## src/sv/assert_macros.svh

```systemverilog
// Assertion helpers included by the arbiter RTL.
`ifndef ASSERT_MACROS_SVH
`define ASSERT_MACROS_SVH

// Checks that a property holds at every rising edge of clock outside reset.
`define ASSERT_CLK(label, prop, msg) \
   label: assert property (@(posedge clock) disable iff (reset) (prop)) else $error(msg);

// Checks that a condition implies another in the same cycle.
`define ASSERT_IMPLY(label, cond, prop, msg) \
   label: assert property (@(posedge clock) disable iff (reset) (cond) |-> (prop)) \
      else $error(msg);

// Checks that a condition implies another in the next cycle.
`define ASSERT_NEXT(label, cond, prop, msg) \
   label: assert property (@(posedge clock) disable iff (reset) (cond) |=> (prop)) \
      else $error(msg);

`endif

```

## src/sv/bta_pkg.sv

```systemverilog
// ----------------------------------------------------------------------------
// bta_pkg: types and constants of the bakery ticket arbiter
// Item layouts, table sizes, action and status codes.
// ----------------------------------------------------------------------------
`timescale 1ns / 1ps

package bta_pkg;

   // Table geometry.
   localparam int MAX_JOBS    = 16;
   localparam int TICKET_BITS = 8;
   localparam int JOB_W       = $clog2(MAX_JOBS);
   localparam int CNT_W       = $clog2(MAX_JOBS + 1);

   // Fixed field widths of the channels.
   localparam int ID_W     = 4;
   localparam int OUT_TK_W = 8;
   localparam int CSR_W    = 5;
   localparam int CSR_RESET = 16;

   typedef logic [TICKET_BITS-1:0] ticket_type;

   // Largest ticket value; a request past it saturates.
   localparam ticket_type TICKET_TOP = {TICKET_BITS{1'b1}};

   typedef enum logic {
      ACTION_REQUEST = 1'b0,
      ACTION_RELEASE = 1'b1
   } action_type;

   typedef enum logic [1:0] {
      STATUS_OK    = 2'd0,
      STATUS_RANGE = 2'd1,
      STATUS_SAT   = 2'd2
   } status_type;

   typedef struct packed {
      action_type      action;
      logic [ID_W-1:0] job_id;
   } req_item_type;

   typedef struct packed {
      logic [OUT_TK_W-1:0] ticket_given;
      logic                holder_valid;
      logic [ID_W-1:0]     holder_id;
      logic [OUT_TK_W-1:0] holder_ticket;
      status_type          status;
   } rsp_item_type;

endpackage

```

## src/sv/bakery_ticket_arbiter.sv

```systemverilog
// ----------------------------------------------------------------------------
// bakery_ticket_arbiter: ticket-ordered mutual-exclusion arbiter
// Job tickets live in a small synchronous RAM; one scan per item finds the
// largest ticket and the smallest other ticket, then the entry is updated.
// ----------------------------------------------------------------------------
//
//  channel   ports                       handshake
//  -------   -------------------------   -------------------------------
//  request   start, busy, req_item       taken when start and not busy
//  result    rsp_strobe, rsp_item        one cycle, cannot be stalled
//  config    csr_we, csr_wdata           written when csr_we is high
//
// Each item passes through ST_SCAN, which streams all MAX_JOBS RAM entries
// through the one read port, and ST_FINISH, which writes the entry back and
// registers the result. The result strobe is high in the idle cycle after
// that, at whose end the next item can be taken; until then the block is
// busy. Reset and a configuration write clear the valid bits of the table
// at once, so no clearing pass is needed. No backpressure on results.
`timescale 1ns / 1ps

`include "assert_macros.svh"

module bakery_ticket_arbiter (
   input  logic                      clock,
   input  logic                      reset,
   input  logic                      start,
   output logic                      busy,
   input  bta_pkg::req_item_type     req_item,
   output logic                      rsp_strobe,
   output bta_pkg::rsp_item_type     rsp_item,
   input  logic                      csr_we,
   input  logic [bta_pkg::CSR_W-1:0] csr_wdata
);
   import bta_pkg::*;

   typedef enum logic [2:0] {
      ST_IDLE   = 3'b001,
      ST_SCAN   = 3'b010,
      ST_FINISH = 3'b100
   } state_type;

   state_type          state_ff, state_in;
   logic [CNT_W-1:0]   cnt_ff, cnt_in;
   logic               pend_ff, pend_in;
   logic [JOB_W-1:0]   pend_idx_ff;
   logic [CSR_W-1:0]   active_ff;
   logic [MAX_JOBS-1:0] valid_ff;

   // Ticket store and its registered read data.
   ticket_type         ticket_mem_ff [MAX_JOBS];
   ticket_type         rdata_ff;

   // Captured item and scan accumulators.
   action_type         act_ff;
   logic [ID_W-1:0]    who_ff;
   logic               in_range_ff;
   ticket_type         max_ff, max_in;
   logic               found_ff, found_in;
   ticket_type         best_ff, best_in;
   logic [JOB_W-1:0]   best_id_ff, best_id_in;

   logic               rsp_strobe_ff;
   rsp_item_type       rsp_item_ff, rsp_item_in;

   logic               accept;
   logic [7:0]         live_n;
   logic               in_range;
   ticket_type         entry;
   logic               scan_done;
   ticket_type         given;
   status_type         status;
   logic               take_self;
   logic               mem_we;

   assign busy       = (state_ff != ST_IDLE);
   assign accept     = start && !busy;
   assign rsp_strobe = rsp_strobe_ff;
   assign rsp_item   = rsp_item_ff;

   // Number of live slots, capped at the table depth.
   always_comb begin
      if (8'(active_ff) > 8'(MAX_JOBS)) begin
         live_n = 8'(MAX_JOBS);
      end else begin
         live_n = 8'(active_ff);
      end
      in_range = (8'(req_item.job_id) < live_n);
   end

   // An entry whose valid bit is clear reads as zero.
   assign entry     = valid_ff[pend_idx_ff] ? rdata_ff : '0;
   assign scan_done = (cnt_ff == CNT_W'(MAX_JOBS));

   // Scan control: issue one read a cycle, accumulate one entry a cycle.
   always_comb begin
      state_in   = state_ff;
      cnt_in     = cnt_ff;
      pend_in    = 1'b0;
      max_in     = max_ff;
      found_in   = found_ff;
      best_in    = best_ff;
      best_id_in = best_id_ff;
      unique case (state_ff)
         ST_IDLE: begin
            if (accept) begin
               state_in = ST_SCAN;
               cnt_in   = '0;
               max_in   = '0;
               found_in = 1'b0;
               best_in  = '0;
               best_id_in = '0;
            end
         end
         ST_SCAN: begin
            if (!scan_done) begin
               cnt_in  = cnt_ff + CNT_W'(1);
               pend_in = 1'b1;
            end else begin
               state_in = ST_FINISH;
            end
            if (pend_ff) begin
               if (entry > max_ff) begin
                  max_in = entry;
               end
               // The job's own entry is replaced, so it is left out here.
               if ((entry != '0) &&
                   !(in_range_ff && (pend_idx_ff == JOB_W'(who_ff))) &&
                   (!found_ff || (entry < best_ff))) begin
                  found_in   = 1'b1;
                  best_in    = entry;
                  best_id_in = pend_idx_ff;
               end
            end
         end
         ST_FINISH: begin
            state_in = ST_IDLE;
         end
         default: begin
            state_in = ST_IDLE;
         end
      endcase
   end

   // New ticket, status and holder at the end of the scan.
   always_comb begin
      given  = '0;
      status = STATUS_OK;
      if (!in_range_ff) begin
         status = STATUS_RANGE;
      end else if (act_ff == ACTION_REQUEST) begin
         if (max_ff == TICKET_TOP) begin
            given  = TICKET_TOP;
            status = STATUS_SAT;
         end else begin
            given = max_ff + ticket_type'(1);
         end
      end
      // The requesting job wins against the best of the others on a lower
      // ticket, or on an equal ticket with a lower job number.
      take_self = in_range_ff && (act_ff == ACTION_REQUEST) &&
                  (!found_ff || (given < best_ff) ||
                   ((given == best_ff) && (JOB_W'(who_ff) < best_id_ff)));
      rsp_item_in.ticket_given = OUT_TK_W'(given);
      rsp_item_in.status       = status;
      rsp_item_in.holder_valid = found_ff || take_self;
      if (take_self) begin
         rsp_item_in.holder_id     = who_ff;
         rsp_item_in.holder_ticket = OUT_TK_W'(given);
      end else if (found_ff) begin
         rsp_item_in.holder_id     = ID_W'(best_id_ff);
         rsp_item_in.holder_ticket = OUT_TK_W'(best_ff);
      end else begin
         rsp_item_in.holder_id     = '0;
         rsp_item_in.holder_ticket = '0;
      end
      mem_we = (state_ff == ST_FINISH) && in_range_ff;
   end

   // Control registers.
   always_ff @(posedge clock) begin
      if (reset) begin
         state_ff      <= ST_IDLE;
         cnt_ff        <= '0;
         pend_ff       <= 1'b0;
         active_ff     <= CSR_W'(CSR_RESET);
         valid_ff      <= '0;
         rsp_strobe_ff <= 1'b0;
      end else begin
         state_ff      <= state_in;
         cnt_ff        <= cnt_in;
         pend_ff       <= pend_in;
         rsp_strobe_ff <= (state_ff == ST_FINISH);
         if (csr_we) begin
            // A new job set starts with nobody waiting.
            active_ff <= csr_wdata;
            valid_ff  <= '0;
         end else if (mem_we) begin
            valid_ff[JOB_W'(who_ff)] <= (act_ff == ACTION_REQUEST);
         end
      end
   end

   // Payload registers.
   always_ff @(posedge clock) begin
      pend_idx_ff <= cnt_ff[JOB_W-1:0];
      max_ff      <= max_in;
      found_ff    <= found_in;
      best_ff     <= best_in;
      best_id_ff  <= best_id_in;
      if (accept) begin
         act_ff      <= req_item.action;
         who_ff      <= req_item.job_id;
         in_range_ff <= in_range;
      end
      if (state_ff == ST_FINISH) begin
         rsp_item_ff <= rsp_item_in;
      end
   end

   // Ticket RAM: one write port, one registered read port.
   always_ff @(posedge clock) begin
      if (mem_we && (act_ff == ACTION_REQUEST)) begin
         ticket_mem_ff[JOB_W'(who_ff)] <= given;
      end
      rdata_ff <= ticket_mem_ff[cnt_ff[JOB_W-1:0]];
   end

   // Checks on sequencing and result consistency.
   `ASSERT_NEXT(a_accept_starts_scan, accept,
                (state_ff == ST_SCAN) && (cnt_ff == '0), "scan did not start")
   `ASSERT_IMPLY(a_strobe_when_idle, rsp_strobe, !busy, "result shown while busy")
   `ASSERT_IMPLY(a_holder_nonzero, rsp_strobe && rsp_item.holder_valid,
                 rsp_item.holder_ticket != '0, "holder with zero ticket")
   `ASSERT_IMPLY(a_sat_top, rsp_strobe && (rsp_item.status == STATUS_SAT),
                 rsp_item.ticket_given == OUT_TK_W'(TICKET_TOP), "saturated ticket not at top")

endmodule

```

## config.mk

```make
export PLATFORM = sky130hd
export DESIGN_NAME = bakery_ticket_arbiter
export DESIGN_NICKNAME = d
export VERILOG_FILES = /design/src/sv/bta_pkg.sv /design/src/sv/bakery_ticket_arbiter.sv
export VERILOG_INCLUDE_DIRS = /design/src /design/src/sv
export SDC_FILE = /design/constraint.sdc
export NUM_CORES = 1
export LEC_CHECK = 0
export ABC_AREA = 0
export BUFFER_PORTS_ARGS = -buffer_cell sky130_fd_sc_hd__buf_2
export CORE_ASPECT_RATIO = 2
export CORE_UTILIZATION = 32
export DETAILED_ROUTE_END_ITERATION = 16
export GPL_TIMING_DRIVEN = 1
export SYNTH_ARGS = -nofsm -noshare
export SYNTH_HDL_FRONTEND = slang
export SYNTH_SLANG_ARGS = --single-unit
export TNS_END_PERCENT = 1
```

## constraint.sdc

```tcl
create_clock -name clock -period 3.95 [get_ports clock]
set_clock_uncertainty 0.1 [all_clocks]
set_input_delay 0.395 -clock clock [delete_from_list [all_inputs] [get_ports clock]]
set_output_delay 0.395 -clock clock [all_outputs]
set_load 0.05 [all_outputs]
```

==> impl_metrics.env <==
export IMPL_synth_compound_area_share_pct=4.617
export IMPL_area_growth_pct=15.83
export IMPL_crit_family="multiplexers"
export IMPL_ys_seq_area_share_pct=66.19
export IMPL_port_buffers=38
export IMPL_drt_met1_wl_mm=7.340
export IMPL_async_flop_share_pct=0
export IMPL_cts_max_path_buffers=3
export IMPL_rr_endpoint="best_id_ff[0]"
export IMPL_r2r_cells=12
export IMPL_crit_end="best_id_ff[0]"
export IMPL_dp_hpwl_mm=15.70
export IMPL_critical_path_slowest_cell="mux4_1"
export IMPL_netlist_instances=606
export IMPL_synth_nets=650
export IMPL_core_area_um2=28850
export IMPL_min_period_ns=3.721
export IMPL_synth_xor_area_share_pct=1.121
export IMPL_ys_types=53
export IMPL_r2r_slack_ns=0.23
export IMPL_cp_start_kind="register"
export IMPL_drive_gt1_share_pct=24.16
export IMPL_synth_edf_count=178
export IMPL_yosys_warnings=0
export IMPL_ys_ff_latch=221
export IMPL_postCtsSetupRepairBufs=0
export IMPL_synth_top_family_by_area="multiplexers"
export IMPL_worst_pin_slew_ns=1.047
export IMPL_most_common_layout_cells="edfxtp_1, nor2_1, dfxtp_1, mux4_2, buf_2"
export IMPL_synth_fa_ha_area_share_pct=4.003
export IMPL_grt_pass1_vias=5651
export IMPL_setup_violations=0
export IMPL_synth_mux_area_share_pct=12.61
export IMPL_wirelength_mm=21.60
export IMPL_antenna_found_initial=0
export IMPL_via_per_inst=5.083
export IMPL_crit_chain="mux4_1 -> mux2i_1 -> mux2i_2 -> and2_1 -> ha_1 -> a21o_1 -> a21oi_1 -> nor2b_1 -> o21ai_0 -> a21oi_1 -> nor3b_2 -> buf_4"
export IMPL_placed_area_um2=10190
export IMPL_clock_sinks=221
export IMPL_critPathBufInv=1
export IMPL_status="finished clean"
export IMPL_dr_pass1_iters=4
export IMPL_max_stage_delay_ns=0.56
export IMPL_power_leakage_nw=3.854
export IMPL_track_usage_pct=15.08
export IMPL_drc_errors=0
export IMPL_slew_violations=0
export IMPL_critPathMaxFanout=15
export IMPL_cts_tree="done"
export IMPL_highest_layer="met4"
export IMPL_dr_wl_met3_um=439
export IMPL_fp_row_count=88
export IMPL_relSlewSlack_pct=29.91
export IMPL_clk_latency_ns=0.50
export IMPL_fin_crit_sh_pct=94.19
export IMPL_cpMostUsedCell="a21oi_1"
export IMPL_finalHoldViolCount=0
export IMPL_wl_per_cell_um=20.63
export IMPL_ant_nets=0
export IMPL_dieWidth_um=123.0
export IMPL_numCtsBuffers=19
export IMPL_wl_met2_mm=13.08
export IMPL_worstReg2RegStart="pend_idx_ff[2]"
export IMPL_rsz0062_at_grt="no"
export IMPL_crit_start="pend_idx_ff[2]"
export IMPL_cp_required_ns=4.06
export IMPL_fp_dieArea_um2=30030
export IMPL_start_util_pct=32.50
export IMPL_tns_ns=0
export IMPL_path_class="reg2reg"
export IMPL_fp_dieH_um=244.1
export IMPL_ir_drop_uv=276.7
export IMPL_final_common_cell="edfxtp_1"
export IMPL_io_pins=39
export IMPL_grt_pass1_wl_mm=33.13
export IMPL_grt_ovfl_total=0
export IMPL_synth_area_per_cell_um2=15.47
export IMPL_cp_end_kind="register"
export IMPL_layout_nets=718
export IMPL_final_design_area_no_fill_um2=10860
export IMPL_cp_arrival_ns=3.83
export IMPL_cap_violations=0
export IMPL_diodes=0
export IMPL_ys_flop_type="edfxtp_1"
export IMPL_synth_simple_gate_area_share_pct=9.074
export IMPL_path_clk_slew_ns=0.07
export IMPL_worstSetupPathDepth=12
export IMPL_hold_class="in2reg"
export IMPL_root_buffer="clkbuf_16"
export IMPL_vias=5322
export IMPL_power_density_nw_per_um2=435.2
export IMPL_gp_congestion=0.9005
export IMPL_h_tree_depth=1
export IMPL_grt_start_max_net_pins=28
export IMPL_syn_area_um2=9376
export IMPL_drt_iter0_drc=345
export IMPL_max_freq_ghz=0.2688
## where the power goes
group | switching, mW | leakage [nW] | internal, mW | total [mW]
clock | 0.833 | 0.308 | 1.01 | 1.85
sequential | 0.0431 | 2.00 | 2.55 | 2.59
combinational | 0.163 | 1.55 | 0.128 | 0.291
## kinds of logic (layout without fill, tap and decap cells)
group | Yosys count | after routing
compound gates | 64 | 64
xor+xnor | 12 | 12
fa+ha+maj | 30 | 30
buf+inv | 56 | 137
flops | 221 | 221
mux | 61 | 61
simple gates | 162 | 162
## routing by layer
layer,track usage [%],up-vias
met5,0,-
met2,30.90,99
met3,1.119,43
met4,6.662,0
li1,-,2465
met1,14.55,2715
## through the flow
| step | total power, mW | worst slack, ns | cells | hold slack [ns] | utilization [%] |
|---|---|---|---|---|---|
| final | 4.726 | 0.2293 | 1047 | 0.01312 | 37.65 |
| after global routing | 4.883 | 0.1037 | 1047 | 0.01599 | 37.65 |
| after CTS | 4.776 | 0.1506 | 1047 | 0.005333 | 37.62 |
| after detailed placement | 2.930 | 0.1578 | 1008 | 0.3731 | 35.34 |
| after global placement | 2.926 | 0.1994 | 1008 | 0.3667 | 35.34 |
| after floorplan | 2.817 | 0.09094 | 606 | 0.2529 | - |
## final cells by class
| class | instances | area [um2] |
|---|---|---|
| Tap cell | 360 | 450.4 |
| Clock inverter | 12 | 90.09 |
| Inverter | 29 | 108.9 |
| Fill cell | 2677 | 17990 |
| Sequential cell | 221 | 6208 |
| Multi-Input combinational cell | 329 | 2999 |
| Timing Repair Buffer | 74 | 485.5 |
| Clock buffer | 22 | 518.0 |
## registers in the layout, summed over array words and instances, names as in the netlist, 5 cells and up
register and cells:
ticket_mem_ff 128, active_ff 5, rsp_item 23, cnt_ff 5
rdata_ff 8, max_ff 8, best_ff 8, valid_ff 16
## synthesized netlist by cell type, types with 6 or more instances
cell | count | area [um2]
a21o_1 | 7 | 52.55
a21oi_1 | 25 | 125.1
a311oi_1 | 9 | 78.83
and2_1 | 7 | 43.79
and3_1 | 9 | 56.30
clkbuf_1 | 19 | 71.32
dfxtp_1 | 43 | 860.8
edfxtp_1 | 178 | 5345
ha_1 | 30 | 375.4
inv_1 | 29 | 108.9
mux2i_1 | 14 | 140.1
mux4_2 | 40 | 900.9
nand2_1 | 29 | 108.9
nand2b_1 | 7 | 43.79
nand3_1 | 9 | 45.04
nand4_1 | 7 | 43.79
nor2_1 | 48 | 180.2
nor2b_1 | 6 | 37.54
nor3_1 | 10 | 50.05
nor4_1 | 6 | 37.54
o21ai_0 | 7 | 35.03
xnor2_1 | 7 | 61.31
## how the worst min path moves through the flow
stage          cells past startpoint             end         start
2_1_floorplan                      0  pend_idx_ff[1]     cnt_ff[1]
3_3_place_gp                       2     valid_ff[7]   valid_ff[7]
3_5_place_dp                       2     valid_ff[7]   valid_ff[7]
4_1_cts                            2    active_ff[4]  csr_wdata[4]
5_1_grt                            2    active_ff[4]  csr_wdata[4]
6_report                           2    active_ff[4]  csr_wdata[4]
## worst reg2reg max path, stage by stage (launching register included)
cell     delay (ns)
dfxtp_2        0.40
mux4_1         0.56
mux2i_1        0.18
mux2i_2        0.26
and2_1         0.28
ha_1           0.30
a21o_1         0.16
a21oi_1        0.13
nor2b_1        0.07
o21ai_0        0.29
a21oi_1        0.14
nor3b_2        0.32
buf_4          0.24
## repair_timing
item,CTS,global route
hold buffers,5,0
setup endpoints to repair,0,16
gates resized for setup,0,2
hold endpoints to repair,5,0
No activity file was read; power rests on OpenSTA's default activity.
